File: src/design/periodic_task_slot_scheduler_unit_assert.svh
// assertion macros shared by the scheduler rtl
`ifndef PERIODIC_TASK_SLOT_SCHEDULER_UNIT_ASSERT_SVH
`define PERIODIC_TASK_SLOT_SCHEDULER_UNIT_ASSERT_SVH

`ifndef SYNTHESIS
`define PTS_ASSERT(label, clk, rst, prop, msg) \
  label: assert property (@(posedge clk) disable iff (rst) prop) else $error(msg);
`define PTS_ASSERT_NEVER(label, clk, rst, cond, msg) \
  label: assert property (@(posedge clk) disable iff (rst) !(cond)) else $error(msg);
`else
`define PTS_ASSERT(label, clk, rst, prop, msg)
`define PTS_ASSERT_NEVER(label, clk, rst, cond, msg)
`endif

`endif

File: src/design/pts_slot_ram.sv
`default_nettype none

module pts_slot_ram #(
  parameter int DEPTH  = 8,
  parameter int ADDR_W = 3,
  parameter int DATA_W = 48
) (
  input  wire logic              clk,
  input  wire logic              wr_en,
  input  wire logic [ADDR_W-1:0] wr_addr,
  input  wire logic [DATA_W-1:0] wr_data,
  input  wire logic              rd_en,
  input  wire logic [ADDR_W-1:0] rd_addr,
  output logic      [DATA_W-1:0] rd_data
);

  logic [DATA_W-1:0] mem [DEPTH];

  always_ff @(posedge clk) begin
    if (wr_en) begin
      mem[wr_addr] <= wr_data;
    end
  end

  always_ff @(posedge clk) begin
    if (rd_en) begin
      rd_data <= mem[rd_addr];
    end
  end

endmodule

`default_nettype wire

File: config.mk
export PLATFORM = sky130hd
export DESIGN_NAME = pts_slot_ram
export DESIGN_NICKNAME = d
export VERILOG_FILES = /design/src/design/periodic_task_slot_scheduler_unit_assert.svh /design/src/design/pts_slot_ram.sv
export SDC_FILE = /design/constraint.sdc
export NUM_CORES = 1
export LEC_CHECK = 0
export BUFFER_PORTS_ARGS = -buffer_cell sky130_fd_sc_hd__buf_4
export CORE_UTILIZATION = 54
export CTS_CLUSTER_DIAMETER = 150
export DETAILED_ROUTE_END_ITERATION = 10
export PLACE_DENSITY = 0.85
export SYNTH_ARGS = -nofsm -noshare
export SYNTH_HDL_FRONTEND = slang
export SYNTH_SLANG_ARGS = --single-unit
File: constraint.sdc
create_clock -name clk -period 4.55 [get_ports clk]
set_input_delay 0.6825 -clock clk [delete_from_list [all_inputs] [get_ports clk]]
set_output_delay 0.6825 -clock clk [all_outputs]
set_load 0.02 [all_outputs]
# ---- Word-level counts from Yosys, hierarchy flattened
# Memories as Yosys holds them, arrays and structs flattened. A register that Yosys moved wholly into a read port is not among the register bits.
# Cells that the tools add are included.
dict set report op_classes {
  muxes 2
}
# operator count
set op_table {}
lappend op_table {{two-way mux 1 bit} 2}
dict set report totals {
  output_inout_bits 48
  in_bits 57
  ff_bits 0
  mem_bits_rw 384
  memories 1
  elab_cells 3
}
# name words width rd rd_clocked_by_memory_dff write_ports line_no
set mem_list {}
lappend mem_list {mem 8 48 1 1 1 pts_slot_ram.sv:17} ;# logic [DATA_W-1:0] mem [DEPTH];

# ---- Logic depth before layout (Yosys ltp)
# Gate-level depths: netlist of the first run.
dict set report logic_depth {
  word_depth 2
  depth_mapped 5
}

# ---- Worst setup path after synthesis of the first run
# No wires, ideal clock.
dict set report synth_path {
  path_type {input to register}
  from {input port wr_addr[2]}
  to {memory mem[0][0] (enable)}
  t_arrival_ns 4.140
  slack_ns -0.104
  stages 2
  setup_ns 0.513
  n_path_buf 0
  t_required_ns 4.037
  path_cell_list {nand2b_1 -> nor3_1}
}
# element line_no
set synth_rtl {}
lappend synth_rtl {{start, declared} pts_slot_ram.sv:10} ;# input wire logic [ADDR_W-1:0] wr_addr,
lappend synth_rtl {{end, declared} pts_slot_ram.sv:17}
# No word-level cell before the write port.

==> results of run 1 <==
[critical path, delay by kind of cell]
family	cells	cell delay [ps]
buffers and inverters	2	930
multiplexers	2	850
[final cells by class]
| type | count | area [um^2] |
|---|---|---|
| Clock inverter | 29 | 238 |
| Antenna cell | 1 | 2.50 |
| Fill cell | 1851 | 10300 |
| Clock buffer | 46 | 1090 |
| Sequential cell | 432 | 13000 |
| Multi-Input combinational cell | 157 | 2990 |
| Timing Repair Buffer | 119 | 910 |
| Tap cell | 384 | 480 |
[worst paths after layout]
path / endpoint / slack, ps
max: rd_data[42] / 2320
min: mem[6][22] / 390
max reg2reg: rd_data[0] / 3110
min reg2reg: rd_data[30] / 760
[sequential cells by signal, indices dropped and copies added, names as in the netlist]
name and cells:
rd_data 48, mem 384
[metrics by stage]
step	setup slack [ps]	std cells
3_3_place_gp	1800	1092
5_1_grt	2200	1168
2_1_floorplan	1180	616
3_5_place_dp	1710	1092
4_1_cts	2270	1167
6_report	2320	1168
[power groups by stage]
stage / registers, W / logic, W / clock network [W]
6_report: 0.00460 / 0.000513 / 0.00331
5_1_grt: 0.00461 / 0.000541 / 0.00350
4_1_cts: 0.00460 / 0.000520 / 0.00337
3_5_place_dp: 0.00468 / 0.000515 / 0
3_3_place_gp: 0.00467 / 0.000493 / 0
2_1_floorplan: 0.00471 / 0.000267 / 0
[per-layer routing]
metal | track usage | share of wire | up-vias
met5 | 0 | 0 | -
met4 | 0.0569 | 0.021 | 0
met3 | 0.0389 | 0.067 | 57
met2 | 0.356 | 0.52 | 294
met1 | 0.267 | 0.39 | 3666
li1 | - | - | 2928
[cells in the final DEF (no fill, tap or decap), drive strengths merged, types with 2 or more instances in the layout]
cell / Yosys / routed
nand2b: 3 / 3
buf: 18 / 119
nand2: 2 / 2
clkinv: 0 / 22
edfxtp: 432 / 432
clkinvlp: 0 / 2
mux2: 48 / 48
nor3: 2 / 2
bufinv: 0 / 4
clkbuf: 9 / 46
nor2: 6 / 6
mux4: 96 / 96
[logic make-up (layout without fill, tap and decap cells)]
family,count (synthesis),in the layout,share of synthesized area
other cells,0,1,0
flops,432,432,0.806
mux,144,144,0.178
simple gates,13,13,0.00365
buf+inv,27,194,0.0127
==> impl_metrics.json, run 1 <==
{
  "outcome": "finished clean",
  "portBuffers": 104,
  "syn-num-nets": 673,
  "fin_crit_ps": 2230,
  "crit_slowest_cell": "mux4_2",
  "leakage_nw": 6.21,
  "clock_path_buffers": 3,
  "reg2reg_depth": 2,
  "pwr-share-seq": 0.546,
  "hold_violations": 0,
  "ys_ff_latch": 432,
  "holdCritStartpoint": "wr_data[22]",
  "max_cap_violations": 0,
  "drive_above_1_share": 0.418,
  "cts_resized": 0,
  "synth-async-reset-ratio": 0,
  "crit_type": "in2reg",
  "internal_power_w": 0.00674,
  "crit_chain": "buf_6 -> buf_4 -> mux4_2 -> mux2_4",
  "synth_top_cell_area_share": 0.806,
  "critPathLaunch": "rd_addr[0]",
  "required_ps": 4820,
  "cp_max_fo": 42,
  "max-slew-margin-rel": 0.293,
  "swShare": 0.200,
  "grt_remaining_overflow": 0,
  "holdWs_ps": 393,
  "yosysSeqAreaShare": 0.806,
  "num_rows": 62,
  "rsz0062_at_grt": "false",
  "power.switching_w": 0.00168,
  "wl_mm": 30.8,
  "avgSynthCellArea_um2": 26.1,
  "antenna_found_initial": 1,
  "grt_pass1_vias": 7448,
  "drtIter0Drc": 689,
  "hpwl_mm": 16.2,
  "start_kind": "primary input",
  "cts_tree": "built",
  "cts_buffers": 41,
  "area_growth_pct": 16.0,
  "synthCells": 616,
  "post-cts-setup-buffers": 0,
  "root_buffer": "clkbuf_16",
  "finalSetupViolations": 0,
  "synth.area.top_cells": "edfxtp_1, mux4_2, mux2_4, buf_12, mux2_2",
  "min_path_cells": 1,
  "start_util": 0.555,
  "synth_flop_cell": "edfxtp_1",
  "htreeDepth": 2,
  "cts.sinks": 432,
  "die_y_um": 175,
  "avgViaCountPerCell": 5.95,
  "grt_usage": 0.205,
  "placeableCoreArea_mm2": 0.0290,
  "fin_tns_setup_ps": 0,
  "regToRegStartpoint": "mem[2][0]",
  "total_power_w": 0.00842,
  "powerDensity_mw_per_mm2": 451,
  "grt_max_degree": 49,
  "yosys-top-cells-count": "edfxtp_1, mux4_2, mux2_4, buf_2, clkbuf_1",
  "io-pin-count": 105,
  "die_area_mm2": 0.0305,
  "clkPwrFrac": 0.393,
  "utilization": 0.644,
  "yosys.area.top_type": "edfxtp_1",
  "fmax_mhz": 448,
  "critical_path.max_stage_delay_ps": 570,
  "finalMaxSlewViolations": 0,
  "antenna_left": 0,
  "drt_pass1_iterations": 4,
  "place_area_mm2": 0.0174,
  "clkTransAtPathRegs_ps": 70,
  "synth_edf_count": 432,
  "nets": 808,
  "layout_worst_path_cycle_share": 0.490,
  "postCtsHoldBufs": 0,
  "finish.instance_area_mm2": 0.0187,
  "die_w_um": 175,
  "comb_power_share": 0.061,
  "wl_per_cell_um": 26.4,
  "drc_errors": 0,
  "end_kind": "flop",
  "clock_latency_ps": 520,
  "gp_congestion": 0.676,
  "clock_skew_ps": 16.7,
  "vias": 6945,
  "synth_cell_type_count": 13,
  "synth_warnings": 0,
  "cp.arrival_ps": 2500,
  "yosys.cell_count.top_type": "edfxtp_1",
  "worst_pin_slew_ps": 1060,
  "grt_pass1_wl_mm": 45.3,
  "synth_area_mm2": 0.0161,
  "vdd_drop_max_uv": 398,
  "hold_class": "in2reg"
}
No activity file was read; power rests on OpenSTA's default activity.
==> run 2, diff against run 1 <==
==> constraint.sdc (replaced) <==
create_clock -name clk -period 1.9 [get_ports clk]
set_input_delay 0.285 -clock clk [delete_from_list [all_inputs] [get_ports clk]]
set_output_delay 0.285 -clock clk [all_outputs]
set_load 0.02 [all_outputs]
==> run 2 against run 1 <==
Effect of this change: cell area up 2.7%; clock power rose by 110%; non-clock buffer count up 48; sequential share of layout area shrank 1.8 points; die area stayed put; wire length is 5.4% higher; total power up 130%; register-to-register slack lost 2700 ps; sequential power grew 140%.
==> impl_metrics.json, run 2 (same netlist as run 1, synthesis figures left out) <==
{
  "outcome": "finished clean",
  "fin_crit_ps": 1500,
  "cts_buffers": 40,
  "start_kind": "flop",
  "clock_skew_ps": 11.7,
  "nets": 855,
  "fin_tns_setup_ps": 0,
  "clock_path_buffers": 3,
  "postCtsHoldBufs": 40,
  "utilization": 0.661,
  "area_growth_pct": 19.2,
  "antenna_found_initial": 0,
  "cts.sinks": 432,
  "max_cap_violations": 0,
  "crit_type": "reg2reg",
  "post-cts-setup-buffers": 0,
  "largest_reg_flops": 384,
  "num_rows": 62,
  "grt_usage": 0.219,
  "grt_remaining_overflow": 0,
  "required_ps": 2160,
  "powerDensity_mw_per_mm2": 1020,
  "crit_slowest_cell": "mux4_2",
  "die_y_um": 175,
  "fin_cells": 1208,
  "finalMaxSlewViolations": 0,
  "worst_pin_slew_ps": 403,
  "crit_chain": "mux4_2 -> mux2_4",
  "critical_path.max_stage_delay_ps": 530,
  "io-pin-count": 105,
  "n_antenna_cell": 0,
  "clock_latency_ps": 520,
  "gp_congestion": 0.691,
  "place_inst": 1099,
  "hpwl_mm": 17.2,
  "hold_violations": 0,
  "fmax_mhz": 667,
  "portBuffers": 104,
  "worst-path-buf-inv": 0,
  "drc_errors": 0,
  "root_buffer": "clkbuf_16",
  "top_regs": "mem: 384 flops, rd_data: 48 flops",
  "holdWs_ps": 16.5,
  "leakage_nw": 6.38,
  "hold_class": "in2reg",
  "die_w_um": 175,
  "drt_pass1_iterations": 5,
  "clkTransAtPathRegs_ps": 60,
  "cts_tree": "built",
  "vdd_drop_max_uv": 626,
  "layout_worst_path_cycle_share": 0.790,
  "vias": 7235,
  "max-slew-margin-rel": 0.731,
  "grt_pass1_vias": 7732,
  "finalSetupViolations": 0,
  "drive_above_1_share": 0.391,
  "end_kind": "flop",
  "rsz0062_at_grt": "false",
  "drtIter0Drc": 677,
  "cp.arrival_ps": 1760,
  "cts_resized": 0,
  "antenna_left": 0,
  "final_common_cell": "edfxtp_1",
  "total_power_w": 0.0195,
  "wl_per_cell_um": 26.9,
  "grt_max_degree": 49,
  "regMostFlops": "mem",
  "wl_mm": 32.4,
  "htreeDepth": 2,
  "placeableCoreArea_mm2": 0.0290,
  "avgViaCountPerCell": 5.99,
  "cp_top_family": "multiplexers",
  "die_area_mm2": 0.0305,
  "start_util": 0.555,
  "grt_pass1_wl_mm": 48.1,
  "cp_max_fo": 1,
  "final_cell_mix": "edfxtp_1, buf_4, mux4_2, clkbuf_16, dlygate4sd3_1"
}
==> run 2: cell count changes in the layout (fill, tap and decap cells not counted), sizes merged <==
| cell | delta |
|---|---|
| dlygate4sd3 | +41 |
| clkinv | -8 |
| buf | +7 |
| clkbuf | +7 |
| bufinv | -4 |
| clkinvlp | -1 |
| diode | -1 |
| inv | -1 |
==> run 2: area by class of cell <==
type | instances | area, um^2
clock buffers | 53 | 1070
clock inverters | 15 | 63.8
fillers | 1772 | 9830
multi-input cells | 157 | 3010
flip-flops and latches | 432 | 13000
well taps | 384 | 480
repair buffers | 167 | 1590
==> run 2: final timing paths <==
check | startpoint | to | cells past startpoint | slack, ps
worst min-delay path | wr_data[36] | mem[7][36] | 1 | 20
worst min register to register | mem[5][38] | rd_data[38] | 2 | 750
worst max-delay path | mem[5][34] | rd_data[34] | 2 | 400
worst max register to register | mem[5][34] | rd_data[34] | 2 | 400
==> run 2: per-layer routing <==
metal | GRT usage | part of all wire | routed length (um)
met3 | 0.0448 | 0.074 | 2390
met5 | 0 | 0 | 0
met1 | 0.286 | 0.39 | 12600
met4 | 0.0743 | 0.029 | 934
met2 | 0.371 | 0.51 | 16500
==> run 2: metrics by stage <==
step,setup WS (ps),instance area [um^2]
after global routing,389,19200
after global placement,88.2,17600
final,400,19200
after floorplan,-237,16200
after CTS,394,19200
after detailed placement,41.2,17600
==> run 2: worst register-to-register path: cells and delay by family (launching register included) <==
kind / cells / cell delay, ps
mux: 2 / 820
flops: 1 / 430
==> run 2: report_power, final <==
part | internal, W | switching [W]
sequential | 0.0109 | 0.000125
combinational | 0.000698 | 0.000671
clock | 0.00394 | 0.00317
==> run 3, diff against run 2 <==
==> constraint.sdc (replaced) <==
create_clock -name clk -period 1.2 [get_ports clk]
set_input_delay 0.18 -clock clk [delete_from_list [all_inputs] [get_ports clk]]
set_output_delay 0.18 -clock clk [all_outputs]
set_load 0.02 [all_outputs]
==> run 3 against run 2 <==
Effect of this change: register-to-register slack worse by 680 ps; core utilization up 2.3 points; the flow now finishes with violations (negative setup slack); critical path depth unchanged; die area did not move; global-route usage up 0.64 points; worst setup slack worse by 680 ps; fmax grew 1.5%; critical path type unchanged; sequential share of layout area decreased by 2.3 points.
==> impl_metrics.json, run 3 (same netlist as run 1, synthesis figures left out) <==
{
  "outcome": "finished with violations",
  "violations": "negative setup slack",
  "finalMaxSlewViolations": 0,
  "drive_above_1_share": 0.418,
  "start_util": 0.555,
  "cts.sinks": 432,
  "area_growth_pct": 23.4,
  "crit_type": "reg2reg",
  "crit_cells": 2,
  "comb_power_share": 0.074,
  "max_cap_violations": 0,
  "grt_pass1_vias": 8002,
  "pwr-share-seq": 0.541,
  "worstReg2RegEnd": "rd_data[15]",
  "htreeDepth": 2,
  "antenna_left": 0,
  "root_buffer": "clkbuf_16",
  "fillCellCount": 1680,
  "antenna_found_initial": 2,
  "num_rows": 62,
  "reg2reg_depth": 2,
  "required_ps": 1490,
  "clkTransAtPathRegs_ps": 70,
  "critical_path.max_stage_delay_ps": 500,
  "die_w_um": 175,
  "hold_violations": 0,
  "holdWs_ps": 125,
  "grt_remaining_overflow": 0,
  "portBuffers": 104,
  "total_power_w": 0.0322,
  "cp.arrival_ps": 1770,
  "cp_max_fo": 1,
  "clock_latency_ps": 530,
  "layout_worst_path_cycle_share": 1.23,
  "grt_usage": 0.225,
  "final_cell_mix": "edfxtp_1, mux4_2, buf_4, buf_6",
  "grt_pass1_wl_mm": 49.8,
  "drtIter0Drc": 740,
  "clock_skew_ps": 9.64,
  "critPathCapture": "rd_data[15]",
  "regMostFlops": "mem",
  "swShare": 0.210,
  "worst_pin_slew_ps": 312,
  "hpwl_mm": 17.9,
  "worst-path-buf-inv": 0,
  "gp_congestion": 0.719,
  "grt_max_degree": 39,
  "die_area_mm2": 0.0305,
  "largest_reg_flops": 384,
  "critPathLaunch": "mem[5][15]",
  "cts_tree": "built",
  "start_kind": "flop",
  "fin_ws_ps": -278,
  "final_common_cell": "edfxtp_1",
  "wl_per_cell_um": 26.7,
  "placeableCoreArea_mm2": 0.0290,
  "fmax_mhz": 676,
  "power.switching_w": 0.00678,
  "max-slew-margin-rel": 0.792,
  "ff2ff_setup_slack_ps": -280,
  "wl_mm": 33.2,
  "powerDensity_mw_per_mm2": 1620,
  "fin_crit_ps": 1480,
  "vias": 7296,
  "end_kind": "flop",
  "rsz0062_at_grt": "true",
  "cts_buffers": 41,
  "leakage_nw": 6.71,
  "finalSetupViolations": 96,
  "clock_path_buffers": 3,
  "crit_chain": "mux4_2 -> mux2_4",
  "internal_power_w": 0.0255,
  "avgViaCountPerCell": 5.86,
  "vdd_drop_max_uv": 1250,
  "die_y_um": 175,
  "cp_top_family": "multiplexers",
  "io-pin-count": 105,
  "crit_slowest_cell": "mux4_2",
  "nets": 884,
  "regToRegStartpoint": "mem[5][15]",
  "clkPwrFrac": 0.385,
  "top_regs": "mem: 384 flops, rd_data: 48 flops",
  "hold_class": "in2reg",
  "drc_errors": 0,
  "drt_pass1_iterations": 7
}
## run 3: cell types whose count changed in the layout (fill, tap and decap cells not counted), sizes merged
cell         delta
inv             +3
diode           +2
buf            +21
bufinv          +2
clkbuf          +2
dlygate4sd3     +7
clkinv          -1
## run 3: final cells by class
class	count	area, um^2	share of cell area
antenna	2	5.00	0.000252
clock buffer	55	1100	0.0554
clock inverter	19	174	0.00876
multi-input combinational	157	3060	0.154
sequential	432	13000	0.653
tap	384	480	0.0242
timing repair buffer	195	2070	0.104
## run 3: worst min path at each step
stage	startpoint	to	slack, ps	cells past startpoint
floorplan	wr_data[0]	mem[0][0]	280	0
global placement	wr_data[20]	mem[5][20]	400	1
detailed placement	wr_data[42]	mem[7][42]	410	1
CTS	rd_en	rd_data[38]	110	2
global route	rd_en	rd_data[43]	130	2
finish	rd_en	rd_data[43]	130	2
## run 3: worst register-to-register path, delay by kind of cell (launching register included)
kind / cells / cell delay (ps)
flops: 1 / 420
mux: 2 / 800
## run 3: per-stage QoR
stage          setup TNS (ps)  cell area (um^2)   util  std cells  setup slack, ps
2_1_floorplan         -159740             16300      -        616             -785
3_3_place_gp           -51880             17900  0.617       1120             -499
3_5_place_dp           -57260             17900  0.617       1120             -559
4_1_cts                -13000             19800  0.684       1242             -285
5_1_grt                -14480             19900  0.685       1243             -298
6_report               -12090             19900  0.685       1244             -278
## run 3: repair_timing
action                     in CTS  in global routing
hold endpoints to repair      384                  0
cloned                          0                  0
resized for setup              55                  4
setup buffers                   0                  0
pin swaps                       0                  0
hold buffers                   48                  0
setup endpoints to repair      96                 96
## run 3: power by group through the flow
stage	Combinational, W	Sequential [W]	Clock (W)
2_1_floorplan	0.00107	0.0178	0
3_3_place_gp	0.00205	0.0177	0
3_5_place_dp	0.00213	0.0177	0
4_1_cts	0.00239	0.0175	0.0126
5_1_grt	0.00250	0.0175	0.0131
6_report	0.00238	0.0174	0.0124
## run 3: routing by layer
metal / vias to the layer above / global-route usage / part of all wire
met2: 329 / 0.386 / 0.52
met5: - / 0 / 0
met4: 0 / 0.0764 / 0.029
met3: 85 / 0.0392 / 0.065
met1: 3800 / 0.295 / 0.39
li1: 3082 / - / -
