<file path="src/design/periodic_task_slot_scheduler_unit_assert.svh">
// assertion macros shared by the scheduler rtl
`ifndef PERIODIC_TASK_SLOT_SCHEDULER_UNIT_ASSERT_SVH
`define PERIODIC_TASK_SLOT_SCHEDULER_UNIT_ASSERT_SVH

`ifndef SYNTHESIS
`define PTS_ASSERT(label, clk, rst, prop, msg) \
  label: assert property (@(posedge clk) disable iff (rst) prop) else $error(msg);
`define PTS_ASSERT_NEVER(label, clk, rst, cond, msg) \
  label: assert property (@(posedge clk) disable iff (rst) !(cond)) else $error(msg);
`else
`define PTS_ASSERT(label, clk, rst, prop, msg)
`define PTS_ASSERT_NEVER(label, clk, rst, cond, msg)
`endif

`endif

</file>
<file path="src/design/pts_pkg.sv">
`default_nettype none

package pts_pkg;

  // fixed field widths of the channels
  localparam int SLOT_FIELD_W  = 3;
  localparam int VALUE_FIELD_W = 24;

  // results reported per tick at most
  localparam int MAX_RESULTS = 8;
  localparam int REP_W       = $clog2(MAX_RESULTS + 1);

  // command codes
  localparam logic CMD_TICK     = 1'b0;
  localparam logic CMD_REGISTER = 1'b1;

  typedef struct packed {
    logic used;
    logic active;
  } slot_flags_t;

endpackage

`default_nettype wire

</file>
<file path="src/design/pts_slot_step.sv">
`default_nettype none

module pts_slot_step
  import pts_pkg::*;
#(
  parameter int COUNT_BITS = 24
) (
  input  wire slot_flags_t            flags,
  input  wire logic [COUNT_BITS-1:0]  count,
  input  wire logic [COUNT_BITS-1:0]  period,
  output logic                        fire,
  output logic      [COUNT_BITS-1:0]  next_count
);

  logic [COUNT_BITS-1:0] base;

  always_comb begin
    fire = flags.used && flags.active && (count == '0);
    // zero period reloads as one
    if (fire) begin
      base = (period == '0) ? COUNT_BITS'(1) : period;
    end else begin
      base = count;
    end
    if (!flags.used) begin
      next_count = count;
    end else if (base != '0) begin
      next_count = base - COUNT_BITS'(1);
    end else begin
      next_count = '0;
    end
  end

endmodule

`default_nettype wire
</file>
<file path="config.mk">
export PLATFORM = sky130hd
export DESIGN_NAME = pts_slot_step
export DESIGN_NICKNAME = d
export VERILOG_FILES = /design/src/design/periodic_task_slot_scheduler_unit_assert.svh /design/src/design/pts_pkg.sv /design/src/design/pts_slot_step.sv
export SDC_FILE = /design/constraint.sdc
export NUM_CORES = 1
export LEC_CHECK = 0
export ABC_AREA = 1
export ABC_CLOCK_PERIOD_IN_PS = 1890
export BUFFER_PORTS_ARGS = -buffer_cell sky130_fd_sc_hd__buf_2
export CORE_MARGIN = 2
export CORE_UTILIZATION = 45
export DETAILED_ROUTE_END_ITERATION = 7
export GPL_ROUTABILITY_DRIVEN = 0
export PLACE_DENSITY = 0.81
export SYNTH_ARGS = -nofsm -noshare
export SYNTH_HDL_FRONTEND = slang
export SYNTH_SLANG_ARGS = --single-unit
export TNS_END_PERCENT = 5
</file>
<file path="constraint.sdc">
create_clock -name vclk -period 1.89
set_input_delay 0.0945 -clock vclk [all_inputs]
set_output_delay 0.0945 -clock vclk [all_outputs]
set_load 0.005 [all_outputs]
</file>
# After elaboration in Yosys (flattened, before gate mapping)
# Cells that the tools add are included.
# totals
register_bits,0
in_bits,50
output_inout_bits,25
wordCells,10
# classes
n_addsub,1
mux,4
n_reduce_logical,5
# op_table
operator,count
24-bit 2-to-1 mux,4
24-bit zero test,2
24-bit nonzero test,1
24-bit by 1-bit subtractor with 24-bit output (second input constant),1
1-bit logical AND,2

# Logic depth before layout (Yosys ltp)
# Gate-level depths: netlist of the first run.
# logic_depth
depth_word,6
depth_mapped,19
ltp_nobuf,18

# Worst setup path before layout of the first run
# OpenSTA, ideal clock, no wires.
# synth_path
path_type,input port to output port
start,in count[16]
end,out next_count[16]
arrival_time_ps,1770
required_ps,1796
slack_ps,26
stages,17
path_buffers,0
cell_sequence,inv_1 > nand3_1 > nor2_1 > nand3_1 > nor2_2 > nand2_1 > nand2_1 > inv_1 > ha_1 > nand3_1 > nor2_2 > nand3_2 > inv_2 > nand2_1 > xor2_1 > nand2_1 > nand2_1
# synth_via
elab_chain_cells,6
elab_cells_between_ends,7
cone_classes,add/sub (1); mux (3); reduce/logical (3)
# synth_lines
element,line_no,rtl
"start, declared",pts_slot_step.sv:9,"input wire logic [COUNT_BITS-1:0] count,"
24-bit zero test,pts_slot_step.sv:18,fire = flags.used && flags.active && (count == '0);
1-bit logical AND,pts_slot_step.sv:18,
24-bit 2-to-1 mux,pts_slot_step.sv:20,if (fire) begin
24-bit by 1-bit subtractor with 24-bit output / 24-bit nonzero test (equally long branches),"pts_slot_step.sv:28, pts_slot_step.sv:27",
24-bit 2-to-1 mux,pts_slot_step.sv:27,end else if (base != '0) begin
24-bit 2-to-1 mux *,pts_slot_step.sv:25,if (!flags.used) begin
"end, declared",pts_slot_step.sv:12,output logic [COUNT_BITS-1:0] next_count
# Every way passes the cells marked *; elsewhere a longest branch is shown, timed or not.

# Worst setup path after layout of the first run
# layout_path
start,in count[18]
end,out next_count[13]
# layout_via
elab_chain_cells,6
elab_cells_between_ends,7
cone_classes,add/sub (1); mux (3); reduce/logical (3)
# layout_lines
element,line_no
24-bit zero test,pts_slot_step.sv:18
1-bit logical AND,pts_slot_step.sv:18
24-bit 2-to-1 mux *,pts_slot_step.sv:20
24-bit by 1-bit subtractor with 24-bit output / 24-bit nonzero test (equally long branches),"pts_slot_step.sv:28, pts_slot_step.sv:27"
24-bit 2-to-1 mux *,pts_slot_step.sv:27
24-bit 2-to-1 mux *,pts_slot_step.sv:25
# Marked as above.

==> metrics.csv, run 1 <==
stage,metric,value,unit
outcome,status,finished with violations,
outcome,failed_checks,setup timing,
layout,seq_cell_count,0,
power_and_ir_drop,peakVddDrop,120,uV
power_and_ir_drop,p_comb_share,100.0,%
timing,hold_violations,0,
timing,max_freq,402,MHz
placement,hpwl,5940,um
layout,layout.cells.non_filler,570,
floorplanning,initial_core_util,45.8,%
yosys,postSynthCellCount,364,
routing,via_count,3328,
placement,place_area,2800,um2
power_and_ir_drop,cellInternalPower,278,uW
critical_path,crit_buf_inv,4,
floorplanning,core-area,3940,um2
routing,dr.pass1.iters,5,
power_and_ir_drop,clkPwrFrac,0,%
layout,drive_gt1_share,55.0,%
timing,setup_viol,24,
floorplanning,io_pins,75,
layout,num-clock-buffers,0,
layout,area_growth,79.8,%
power_and_ir_drop,p_sw_share,54.9,%
power_and_ir_drop,seq_power_share,0,%
yosys,ys_warn_count,0,
critical_path,crit_family,simple AND/OR/NAND/NOR gates,
run,maxCapViolations,0,
global_routing,grt_pass1_vias,2804,
routing,routed_via_density,5.84,
critical_path,crit_path_max_fanout,6,
floorplanning,rows,23,
placement,placed_cells,561,
timing,rsz0062_at_grt,true,
yosys,syn-num-nets,416,
timing,finalCriticalPeriod,2490,ps
floorplanning,die_h,67.4,um
timing,worst_pin_slew,462,ps
power_and_ir_drop,powerDensity,190,nW/um2
clocking,ctsHoldBuffers,0,
yosys,syn_avg_cell_area,4.96,um2
routing,route.detailed.drc,0,
layout,regArea,0,um2
global_routing,grt_overflow,0,
global_routing,antenna_found_initial,0,
critical_path,cp_data_arrival_time,2390,ps
floorplanning,die_w,67.4,um
power_and_ir_drop,p_leak,0.00166,uW
placement,port-buffer-count,75,
power_and_ir_drop,switchingPower,339,uW
critical_path,cp_slowest_stage_delay,220,ps
critical_path,setup.worst_path.start_class,input port,
routing,wl_per_cell,17.5,um
layout,stdcell_area,3250,um2
global_routing,grt_max_degree,22,
yosys,synth_cell_types,25,
critical_path,crit_path_end_kind,output port,
hold_path,hp-class,input port to output port,
floorplanning,dieArea,4540,um2
critical_path,worst-setup-path-type,input port to output port,
routing,postRouteAntennaNets,0,
routing,wirelength,9990,um
layout,nets,574,
layout,finish.utilization,82.4,%
global_routing,grt_pass1_wl,11900,um
timing,layout_setup_ws,-596,ps
timing,fin_crit_sh,132,%
critical_path,cp.required,1800,ps
yosys,ys_seq_area_share,0,%
yosys,synthesis.area,1810,um2
layout,diodes,0,
timing,slew_violations,0,
routing,drt_iter0_markers,459,
critical_path,path_cells,buf_2 -> nor2_4 -> nand3_4 -> nor2_2 -> nand3_1 -> nor2_2 -> nand2_1 -> nand2_2 -> inv_4 -> ha_4 -> nand3_2 -> nor2_2 -> nand2_1 -> nor2_2 -> nand3_2 -> nand2_4 -> clkbuf_16 -> o21ai_2 -> buf_2,
timing,relSlewSlack,69.1,%
global_routing,track_usage,33.9,%
critical_path,crit_path_frequent_cell,nor2_2,
critical_path,cp_slowest_cell,nor2_2,
-- final timing paths --
path	from	endpoint	slack (ps)	cells past startpoint
min	count[16]	next_count[16]	480	4
max	count[18]	next_count[13]	-600	19
-- cell families (layout without fill, tap and decap cells) --
family | count (synthesis) | count (layout) | share of synthesized area, %
adders and majority gates | 2 | 2 | 1.38
xor gates and xnor gates | 10 | 10 | 4.85
buffers and inverters | 66 | 222 | 16.1
AOI/OAI and AO/OA | 19 | 19 | 6.09
and+or+nand+nor | 267 | 267 | 71.5
-- cells in the mapped netlist (2+ instances only) --
cell	number	area [um2]
buf_2	2	10.0
buf_6	3	33.8
clkbuf_1	2	7.51
ha_1	2	25.0
inv_1	51	191
inv_2	6	22.5
nand2_1	117	439
nand2_2	11	68.8
nand2_4	3	33.8
nand3_1	36	180
nand3_2	19	190
nand4_1	4	25.0
nor2_1	56	210
nor2_2	17	106
nor2_4	3	33.8
o21ai_0	4	20.0
o21ai_1	4	20.0
o22ai_1	9	56.3
xnor2_1	4	35.0
xor2_1	6	52.6
-- final cells by class --
type	instances	area [um2]
repair buffers	164	1120
multi-input cells	298	1820
well taps	50	62.6
fillers	234	694
inverters	58	240
-- power by group through the flow --
stage	Combinational (uW)	Clock, uW	Sequential (uW)
3_3_place_gp	471	0	0
6_report	616	0	0
4_1_cts	508	0	0
5_1_grt	648	0	0
3_5_place_dp	483	0	0
2_1_floorplan	215	0	0
-- per-layer routing --
| metal | wire length, um | global-route usage [%] | part of all wire [%] |
|---|---|---|---|
| met1 | 3390 | 37.3 | 34 |
| met2 | 4600 | 62.6 | 46 |
| met3 | 1090 | 4.00 | 11 |
| met4 | 913 | 18.6 | 9.1 |
| met5 | 0 | 0 | 0 |
-- cells in the final DEF (no fill, tap or decap), types with 3 or more instances in the layout --
cell type  netlist  routed
buf_2            2      71
nand2_2         11      26
nor2_2          17      21
o21ai_2          1       4
inv_4            1       4
buf_4            0      86
o21ai_1          4       3
nand2_4          3       3
inv_1           51      42
nor2_4           3      19
o22ai_2          0       7
nand3_2         19      19
nand3_4          0       4
nand4_1          4       4
xor2_1           6       5
nand2_1        117     102
xnor2_1          4       4
inv_2            6      10
nor2_1          56      36
buf_6            3       3
nand3_1         36      32
-- metrics by stage --
step / total power, uW / hold slack, ps / setup WS [ps] / TNS, ps
3_5_place_dp: 483 / 481 / -347 / -6220
3_3_place_gp: 471 / 479 / -260 / -4210
5_1_grt: 648 / 504 / -599 / -13530
4_1_cts: 508 / 482 / -204 / -4030
6_report: 616 / 477 / -596 / -12530
2_1_floorplan: 215 / 263 / 25.9 / 0
-- repair_timing --
item,CTS,global route
gates cloned,0,2
setup endpoints to repair,24,24
buffers inserted,0,7
gates resized for setup,34,68
pin swaps,5,28
Note: power is estimated with default switching activity, not from simulation.
==> inputs of run 2 (changes only) <==
CORE_ASPECT_RATIO = 1.75   (was default)
==> metrics.csv, run 2 (synthesis gave the netlist of run 1 again) <==
stage,metric,value,unit
global_routing,use_met2,72.0,%
run,maxCapViolations,0,
layout,seq_cell_count,0,
critical_path,setup.worst_path.start_class,input port,
floorplanning,initial_core_util,46.7,%
routing,dr.pass1.iters,6,
floorplanning,dieArea,4560,um2
routing,wirelength,10500,um
layout,diodes,0,
critical_path,crit_path_max_fanout,8,
outcome,status,finished with violations,
timing,worst_pin_slew,423,ps
global_routing,antenna_found_initial,0,
timing,relSlewSlack,71.7,%
layout,stdcell_area,3230,um2
hold_path,hold_path.startpoint,count[17],
timing,setup_viol,24,
routing,routed_via_density,5.93,
global_routing,grt_overflow,0,
timing,tns,-13820,ps
layout,mostFrequentLayoutCells,"nand2_1, buf_4, buf_2, inv_1, nor2_1",
routing,drt_iter0_markers,365,
layout,nets,572,
global_routing,globalRouteMet1Util,39.4,%
layout,layout.cells.non_filler,566,
placement,hpwl,6130,um
timing,hold_violations,0,
placement,placed_cells,557,
placement,place_area,2780,um2
power_and_ir_drop,peakVddDrop,135,uV
power_and_ir_drop,powerDensity,192,nW/um2
layout,num-clock-buffers,0,
global_routing,grt_pass1_vias,3103,
placement,port-buffer-count,75,
global_routing,grt_max_degree,22,
routing,wl_per_cell,18.6,um
layout,area_growth,78.5,%
timing,max_freq,399,MHz
timing,slew_violations,0,
layout,mostFrequentLayoutCell,nand2_1,
critical_path,worst-setup-path-type,input port to output port,
timing,layout_setup_ws,-619,ps
hold_path,hp-class,input port to output port,
timing,fin_crit_sh,133,%
floorplanning,core-area,3870,um2
floorplanning,die_h,87.8,um
critical_path,cp.required,1800,ps
timing,rsz0062_at_grt,true,
routing,postRouteAntennaNets,0,
layout,multi_input_area,1810,um2
routing,route.detailed.drc,0,
layout,fill_cells,225,
timing,finalCriticalPeriod,2510,ps
global_routing,track_usage,38.9,%
outcome,failed_checks,setup timing,
power_and_ir_drop,p_leak,0.00166,uW
critical_path,cp_data_arrival_time,2410,ps
global_routing,gr-max-usage-layer,met2,
global_routing,use_met3,4.44,%
floorplanning,io_pins,75,
floorplanning,rows,30,
floorplanning,die_w,51.9,um
layout,regArea,0,um2
critical_path,crit_path_end_kind,output port,
global_routing,grt_pass1_wl,13700,um
routing,via_count,3357,
critical_path,crit_path_start,count[21],
hold_path,hold-path-cell-count,4,
layout,drive_gt1_share,54.2,%
-- run 2: cell types whose count changed in the layout (fill, tap and decap cells not counted), sizes merged --
cell    previous run  this run
clkbuf             2         0
inv               57        59
buf              162       161
clkinv             1         0
-- run 2: path summary, 6_finish.rpt --
| path | slack [ps] | to |
|---|---|---|
| max | -620 | next_count[6] |
| min | 460 | next_count[17] |
-- run 2: critical path, stage by stage --
cell and delay (ps):
buf_2 140, inv_1 100, nand2_1 100, nor2_2 220
nand2_2 120, nor2_4 140, nand3_2 130, nand2_4 140
ha_4 140, nand3_2 70, nor2_1 130, nand2_1 90
nor2_2 150, nand3_2 90, nand2_4 160, buf_8 160
o22ai_2 70, buf_2 140
-- run 2: final cells by class --
class | instances | share of cell area, %
Multi-Input combinational cell | 298 | 56.1
Tap cell | 48 | 1.86
Inverter | 58 | 7.21
Timing Repair inverter | 1 | 0.194
Timing Repair Buffer | 161 | 34.6
-- run 2: timing repair --
action	4_1_cts	5_1_grt
endpoints found under the setup margin	24	24
buffers inserted	7	1
hold buffers	0	0
gates cloned	1	0
pin swaps	31	17
gates resized for setup	58	42
-- run 2: power breakdown --
part	internal, uW	total (uW)	leakage [uW]	switching [uW]
sequential	0	0	0	0
clock	0	0	0	0
combinational	278	618	0.00166	339
total	278	618	0.00166	339
-- run 2: metal layers --
metal,wire [um],share of wire [%],up-vias
li1,-,-,1437
met1,3190,30,1458
met2,4990,47,324
met3,1150,11,138
met4,1180,11,0
met5,0,0,-
-- run 2: stage by stage --
stage               hold WS, ps  power [uW]  utilization (%)  setup WS (ps)
finish                      455         618             83.4           -619
global route                482         647             83.4           -652
detailed placement          471         482             71.9           -392
global placement            466         468             71.9           -266
CTS                         483         539             79.3           -168
floorplan                   263         215                -           25.9
==> inputs of run 3 (changes only) <==
PLACE_DENSITY = 0.9   (was 0.81)
==> metrics.csv, run 3 (synthesis gave the netlist of run 1 again) <==
stage,metric,value,unit
timing,fin_hold_ws,494,ps
layout,num-clock-buffers,0,
run,maxCapViolations,0,
routing,dr.pass1.iters,8,
floorplanning,die_h,87.8,um
outcome,failed_checks,"DRC, setup timing",
placement,port-buffer-count,75,
placement,place_area,2810,um2
hold_path,hp-class,input port to output port,
clocking,ctsHoldBuffers,0,
power_and_ir_drop,peakVddDrop,168,uV
timing,slew_violations,0,
hold_path,hold_end,next_count[17],
timing,finalCriticalPeriod,2520,ps
global_routing,grt_pass1_vias,3057,
routing,routed_via_density,6.62,
layout,nets,581,
routing,route.detailed.drc,23,
timing,worst_pin_slew,473,ps
global_routing,grt_max_degree,22,
hold_path,hold_path.startpoint,count[17],
routing,wl_per_cell,22.9,um
timing,rsz0062_at_grt,true,
layout,regArea,0,um2
layout,area_growth,89.1,%
critical_path,setup.worst_path.start_class,input port,
outcome,status,finished with violations,
timing,max_freq,397,MHz
floorplanning,initial_core_util,46.7,%
global_routing,grt_pass1_wl,13000,um
routing,via_count,3807,
layout,fill_cells,188,
global_routing,grt_overflow,0,
timing,relSlewSlack,68.4,%
global_routing,antenna_found_initial,0,
timing,setup_viol,24,
floorplanning,rows,30,
layout,stdcell_area,3420,um2
floorplanning,io_pins,75,
layout,diodes,0,
critical_path,crit_path_end_kind,output port,
power_and_ir_drop,p_leak,0.00172,uW
critical_path,cp_data_arrival_time,2430,ps
power_and_ir_drop,powerDensity,195,nW/um2
layout,mostFrequentLayoutCell,nand2_1,
routing,wirelength,13200,um
critical_path,cp.required,1800,ps
timing,hold_violations,0,
routing,drt_iter0_markers,551,
global_routing,track_usage,35.9,%
timing,fin_crit_sh,133,%
routing,postRouteAntennaNets,0,
floorplanning,dieArea,4560,um2
layout,mostFrequentLayoutCells,"nand2_1, buf_4, buf_2, inv_1, nor2_1",
layout,drive_gt1_share,57.7,%
placement,hpwl,6230,um
hold_path,hold-path-cell-count,4,
floorplanning,die_w,51.9,um
layout,multi_input_area,1910,um2
layout,seq_cell_count,0,
floorplanning,core-area,3870,um2
timing,layout_setup_ws,-632,ps
critical_path,worst-setup-path-type,input port to output port,
critical_path,crit_path_max_fanout,6,
-- run 3: per-layer routing --
layer / share of wire (%) / GRT usage (%) / wire length [um]
met3: 15 / 3.07 / 1930
met2: 42 / 65.4 / 5550
met5: 0 / 0 / 0
met1: 30 / 38.5 / 3980
met4: 13 / 22.0 / 1710
-- run 3: repair_timing --
action                     CTS  global route
setup buffers                0            12
setup endpoints to repair   24            24
cloned                       0             4
pin swaps                    4            47
gates resized for setup     29            88
-- run 3: power by group --
part	internal [uW]	switching [uW]
combinational	284	382
clock	0	0
sequential	0	0
total	284	382
-- run 3: final cells by class --
cell class	count	share of cell area, %
repair buffers	171	35.7
inverters	58	6.74
well taps	48	1.76
multi-input cells	298	55.8
-- run 3: through the flow --
stage | cells | util, % | setup WS [ps] | TNS, ps | power, uW
CTS | 559 | 75.2 | -193 | -3860 | 507
global placement | 559 | 72.7 | -282 | -4450 | 469
floorplan | 364 | - | 25.9 | 0 | 215
detailed placement | 559 | 72.7 | -489 | -7460 | 489
finish | 575 | 88.4 | -632 | -13300 | 666
global route | 575 | 88.4 | -701 | -15580 | 682
-- run 3: worst max-delay path by stage --
stage                           from             end  slack [ps]  depth (start not counted)
after global routing      period[14]  next_count[16]        -700                         19
after detailed placement    count[7]  next_count[22]        -490                         17
final                      count[18]   next_count[8]        -630                         19
after floorplan            count[16]  next_count[16]          30                         17
after global placement     count[23]  next_count[14]        -280                         18
after CTS                  count[13]   next_count[2]        -190                         19
-- run 3: critical path, stage by stage --
cell,delay (ps)
buf_2,130
nor2_1,170
nand3_2,160
nor2_1,200
nand3_2,130
nor2_4,150
nand2_1,110
nand2_2,100
inv_2,80
ha_4,170
nand3_2,70
nor2_2,50
nand2_1,70
nor2_2,50
nand3_2,80
nand2_4,100
buf_12,160
o22ai_1,160
buf_2,170
